## config.mk

```make
export PLATFORM = sky130hd
export DESIGN_NAME = hm3_ctrl
export DESIGN_NICKNAME = d
export VERILOG_FILES = /design/src/rtl/core/hm3_pkg.sv /design/src/rtl/core/hm3_ctrl.sv
export SDC_FILE = /design/constraint.sdc
export NUM_CORES = 1
export LEC_CHECK = 0
export ABC_AREA = 1
export BUFFER_PORTS_ARGS = -buffer_cell sky130_fd_sc_hd__buf_2
export CELL_PAD_IN_SITES_DETAIL_PLACEMENT = 2
export CELL_PAD_IN_SITES_GLOBAL_PLACEMENT = 2
export CORE_MARGIN = 1
export CORE_UTILIZATION = 21
export DETAILED_ROUTE_END_ITERATION = 16
export PLACE_DENSITY = 0.78
export SETUP_SLACK_MARGIN = 0.5
export SKIP_LAST_GASP = 1
export SLEW_MARGIN = 25
export SYNTH_ARGS = -nofsm -noshare
export SYNTH_HDL_FRONTEND = slang
export SYNTH_SLANG_ARGS = --single-unit
```

## constraint.sdc

```tcl
create_clock -name clk -period 2.2 [get_ports clk]
set_input_delay 0.44 -clock clk [delete_from_list [all_inputs] [get_ports clk]]
set_output_delay 0.44 -clock clk [all_outputs]
set_load 0.02 [all_outputs]
```

## src/rtl/core/hm3_pkg.sv

```systemverilog
// shared constants, types and hash helper for the 3d hash map
// no dependencies

package hm3_pkg;

  // table geometry
  localparam int unsigned TABLE_DEPTH = 1024;
  localparam int unsigned ADDR_W      = $clog2(TABLE_DEPTH);

  // field widths
  localparam int unsigned COORD_W = 32;
  localparam int unsigned VAL_W   = 16;
  localparam int unsigned OCC_W   = 11;
  localparam int unsigned KEY_W   = 3 * COORD_W;

  localparam logic [OCC_W-1:0]   COUNT_MAX = {OCC_W{1'b1}};
  localparam logic [COORD_W-1:0] HASH_MULT = 32'h045d_9f3b;

  // configuration register indexes
  localparam int unsigned CFG_IDX_W = 2;
  localparam logic [CFG_IDX_W-1:0] REG_OFFSET_X = 2'd0;
  localparam logic [CFG_IDX_W-1:0] REG_OFFSET_Y = 2'd1;
  localparam logic [CFG_IDX_W-1:0] REG_OFFSET_Z = 2'd2;

  // operation codes
  localparam logic KIND_GET = 1'b0;
  localparam logic KIND_SET = 1'b1;

  // controller states
  typedef enum logic [2:0] {
    ST_CLEAR,
    ST_IDLE,
    ST_MIX1,
    ST_MIX2,
    ST_MIX3,
    ST_ISSUE,
    ST_CHECK,
    ST_FINISH
  } state_t;

  // controller to datapath commands
  typedef struct packed {
    logic load;
    logic mix1;
    logic mix2;
    logic mix3;
    logic advance;
    logic finish;
    logic clear_wr;
  } cmd_t;

  // datapath to controller status
  typedef struct packed {
    logic slot_empty;
    logic slot_match;
    logic last_probe;
    logic clear_last;
    logic out_stall;
  } status_t;

  // arithmetic shift right by 16 folded back in
  function automatic logic [COORD_W-1:0] asr16_xor(input logic [COORD_W-1:0] v);
    return {{16{v[COORD_W-1]}}, v[COORD_W-1:16]} ^ v;
  endfunction

endpackage

```

## src/rtl/core/hm3_ctrl.sv

```systemverilog
// controller for the 3d hash map: clear pass, hash sequence, probe loop
// depends on hm3_pkg

module hm3_ctrl (
  input  logic             clk,
  input  logic             rst_n,
  input  logic             in_valid,
  output logic             in_ready,
  input  hm3_pkg::status_t status,
  output hm3_pkg::cmd_t    cmd
);
  import hm3_pkg::*;

  state_t state_r;
  state_t state_nxt;

  // state register
  always_ff @(posedge clk) begin
    if (!rst_n) begin
      state_r <= ST_CLEAR;
    end else begin
      state_r <= state_nxt;
    end
  end

  // next state
  always_comb begin
    state_nxt = state_r;
    unique case (state_r)
      ST_CLEAR: begin
        if (status.clear_last) state_nxt = ST_IDLE;
      end
      ST_IDLE: begin
        if (in_valid) state_nxt = ST_MIX1;
      end
      ST_MIX1:  state_nxt = ST_MIX2;
      ST_MIX2:  state_nxt = ST_MIX3;
      ST_MIX3:  state_nxt = ST_ISSUE;
      ST_ISSUE: state_nxt = ST_CHECK;
      ST_CHECK: begin
        if (status.slot_empty || status.slot_match || status.last_probe) begin
          state_nxt = ST_FINISH;
        end
      end
      ST_FINISH: begin
        if (!status.out_stall) state_nxt = ST_IDLE;
      end
      default: state_nxt = ST_CLEAR;
    endcase
  end

  // outputs
  always_comb begin
    cmd      = '0;
    in_ready = 1'b0;
    unique case (state_r)
      ST_CLEAR: cmd.clear_wr = 1'b1;
      ST_IDLE: begin
        in_ready = 1'b1;
        cmd.load = in_valid;
      end
      ST_MIX1:  cmd.mix1 = 1'b1;
      ST_MIX2:  cmd.mix2 = 1'b1;
      ST_MIX3:  cmd.mix3 = 1'b1;
      ST_ISSUE: cmd = '0;
      ST_CHECK: begin
        cmd.advance = !(status.slot_empty || status.slot_match || status.last_probe);
      end
      ST_FINISH: cmd.finish = !status.out_stall;
      default: cmd = '0;
    endcase
  end

endmodule

```

Word level (Yosys, flattened, before mapping) --
Index checks and enable logic that the tools add are counted.
Storage, ports and cells: register bits 3, bits of input ports 8, word-level logic and storage cells 31
Operators by class: eq/ne operators 11, multiplexer cells 13, reduce and logical (&&, ||, !) cells 6
Operators with widths (count):
- 3-bit case mux with 8 select lines | 1
- 3-bit equality test (second input constant) | 4
- 3-bit 2-to-1 mux | 4
- 1-bit 2-to-1 mux | 8
- 2-bit inequality test (second input constant) | 4
- 3-bit by 2-bit equality test with 1-bit output (second input constant) | 2
- 4-bit AND reduction | 1
- 3-bit by 1-bit equality test with 1-bit output (second input constant) | 1
- 3-bit logical NOT | 1
- 1-bit logical NOT | 2
- 1-bit logical OR | 2

Logic depth before layout (Yosys ltp) --
depth after elaboration 4, mapped depth 9, depth with buffers taken out 8

Least setup slack after synthesis --
OpenSTA, ideal clock, no wires.
path kind flip-flop to output port, start register state_r[1], end output port cmd[1] (netlist name), arrival time 1.182 ns, data required time 1.760 ns, path slack 0.578 ns, stages on the path, launching flop included 4, path buffers 1, path through dfxtp_1 > buf_6 > inv_2 > nor4_1
RTL lines:
- start: declaration | RTL line hm3_ctrl.sv:14 | state_t state_r;
- start signal: assignment | RTL line hm3_ctrl.sv:22 | state_r <= state_nxt;
- end: declaration | RTL line hm3_ctrl.sv:10 | output hm3_pkg::cmd_t cmd

==> reports/metrics.cfg <==
[outcome]
status=finished with violations
failed_checks=DRC

[finish]
reg.largest.list=state_r: 3 flops
drive_above_1_share=0.411
final_common_cell=buf_2
fillers=206
layout_common_cells=15 x buf_2, 14 x inv_1, 11 x nand2_1
largest_register_ff_count=3
nNetsFinal=82
syn_to_final_growth_pct=28.2
antennaDiodeCount=0
top_register=state_r

[clock_network]
clkTransAtPathRegs_ns=0.04
post-cts-setup-buffer-count=0
insertion_delay_ns=0.23
cts-root-buf=clkbuf_4
tritoncts=yes
htree_levels=1
hold_buffers=0
cts_sinks=3
cts_buffers=3
clock_path_buffers=2

[sta]
finalCriticalPeriod_ns=1.58
rsz0062_at_grt=no
fin_crit_sh=0.716
hold_slack_ns=0.445
fmax_ghz=0.635
hold_viol=0
setup_tns_ns=0
skew_ns=0.00150
finalSetupViolCount=0
slew_viol_final=0
max_slew_margin=0.861
worst_slew_pin_slew_ns=0.206

[routing]
avgRoutedWirePerCell_microns=10.8
first_pass_iters=9
antenna_left=0
post_drt_via_cell_ratio=4.26
drc=1
drt_first_iter_violations=4
drt_wl_total_microns=958
vias=379

[grt]
grt_use_total=0.121
grt_pass1_vias=380
grt_overflow_total=0
antenna_found_initial=0
grt_start_max_net_pins=10
grt_pass1_wl_microns=1610

[die]
io_pins=16
core.rowCount=14
dieArea_sq_um=1750
die-height_microns=41.8
die_w_microns=41.8
start_util=0.224
core_sq_um=1490

[synth]
synth_area_leaders=dfxtp_1 18%, inv_1 16%, nand2_1 12%
synth_seq_cells=3
yosysSeqAreaShare=0.180
ys_warn_count=0
synthCells=57
synth_cell_types=18
yosysTopAreaCell=dfxtp_1
synth_area_sq_um=333
syn_nets=65
yosysTopAreaCellShare=0.180
synth.avg_cell_area_sq_um=5.84

[worst_hold_path]
hold_depth=3
hold_class=primary input to flip-flop

[power]
ir_drop_v=0.000229
p_per_area_nw_per_um2=587
power.leakage_nw=0.291

[worst_setup_path]
critical_path_buf_inv_count=2
cp-end-kind=primary output
worstSetupStartpointType=flip-flop
path_depth=3
crit_path_max_incr_delay_ns=0.42
cp.required_ns=1.76
crit_type=flip-flop to primary output
worstPathArrival_ns=1.14
cp_slowest_cell=dfxtp_2
path_cells=inv_4, nor4_1, buf_2
cp_max_fo=8
crit_family=flip-flops
r2r_cells=6

[place]
hpwl_microns=793
io_buffers=15
gp_congestion=0.711

[flow_run]
drv_cap=0

==> final cells by class <==
cell class,instances,area (sq um),share of cell area
multi-input combinational,34,173,0.405
timing repair buffer,15,75.1,0.176
sequential,3,66.3,0.155
inverter,17,66.3,0.155
clock buffer,4,26.3,0.0616
tap,16,20.0,0.0469
==> synthesized netlist by cell type <==
master and number:
nand4_1 1, nor3_1 1, inv_2 2, inv_4 1
inv_1 14, o21ai_1 1, nor4_1 1, nor2_4 1
buf_6 3, nand3_2 1, a21oi_1 2, nand3_1 6
nand2_1 11, nand2_2 1, nor2_2 3, nor2_1 4
o21bai_1 1, dfxtp_1 3
==> logic make-up (layout without fill, tap and decap cells) <==
| logic type | Yosys count | in the layout | synth area share |
|---|---|---|---|
| simple gates | 30 | 30 | 0.451 |
| buf+inv | 20 | 36 | 0.301 |
| compound gates | 4 | 4 | 0.0677 |
| flops | 3 | 3 | 0.180 |
==> metal layers <==
layer	GRT usage	part of all wire	wire [microns]	vias to the layer above
met5	0	0	0	-
met4	0.0194	0	0	0
met3	0.0391	0.037	35	0
met2	0.206	0.50	482	9
met1	0.149	0.46	440	171
li1	-	-	-	199
==> power by group <==
| group | leakage, nW | switching, mW | internal (mW) |
|---|---|---|---|
| Combinational | 0.250 | 0.0516 | 0.0299 |
| Clock | 0.0150 | 0.0268 | 0.0679 |
| Sequential | 0.0261 | 0.0136 | 0.0606 |
| Total | 0.291 | 0.0920 | 0.158 |
==> worst reg2reg max path: cells and delay by family (launching register included) <==
kind	cells	cell delay, ns
DFF	1	0.37
AOI/OAI and AO/OA	1	0.16
and+or+nand+nor	4	0.43
buffers and inverters	1	0.04
==> repair_timing <==
action | CTS | global route
gates cloned | 0 | 0
endpoints found under the setup margin | 2 | 1
resized for setup | 3 | 1
==> path summary, 6_finish.rpt <==
| path | start | slack [ns] | endpoint |
|---|---|---|---|
| hold reg to reg | state_r[1] | 0.74 | state_r[0] |
| setup reg to reg | state_r[1] | 1.08 | state_r[2] |
| hold / removal | rst_n | 0.45 | state_r[1] |
| setup / recovery | state_r[2] | 0.62 | cmd[1] |
==> per-stage QoR <==
stage          instances  instance area (sq um)  utilization  setup slack [ns]  total power, mW
6_report              89                    427        0.287             0.625            0.250
5_1_grt               89                    427        0.287             0.532            0.276
4_1_cts               89                    424        0.285             0.562            0.256
3_5_place_dp          85                    394        0.265             0.695            0.156
3_3_place_gp          85                    394        0.265             0.739            0.154
2_1_floorplan         57                    333            -             0.578            0.137
No activity file was read; power rests on OpenSTA's default activity.
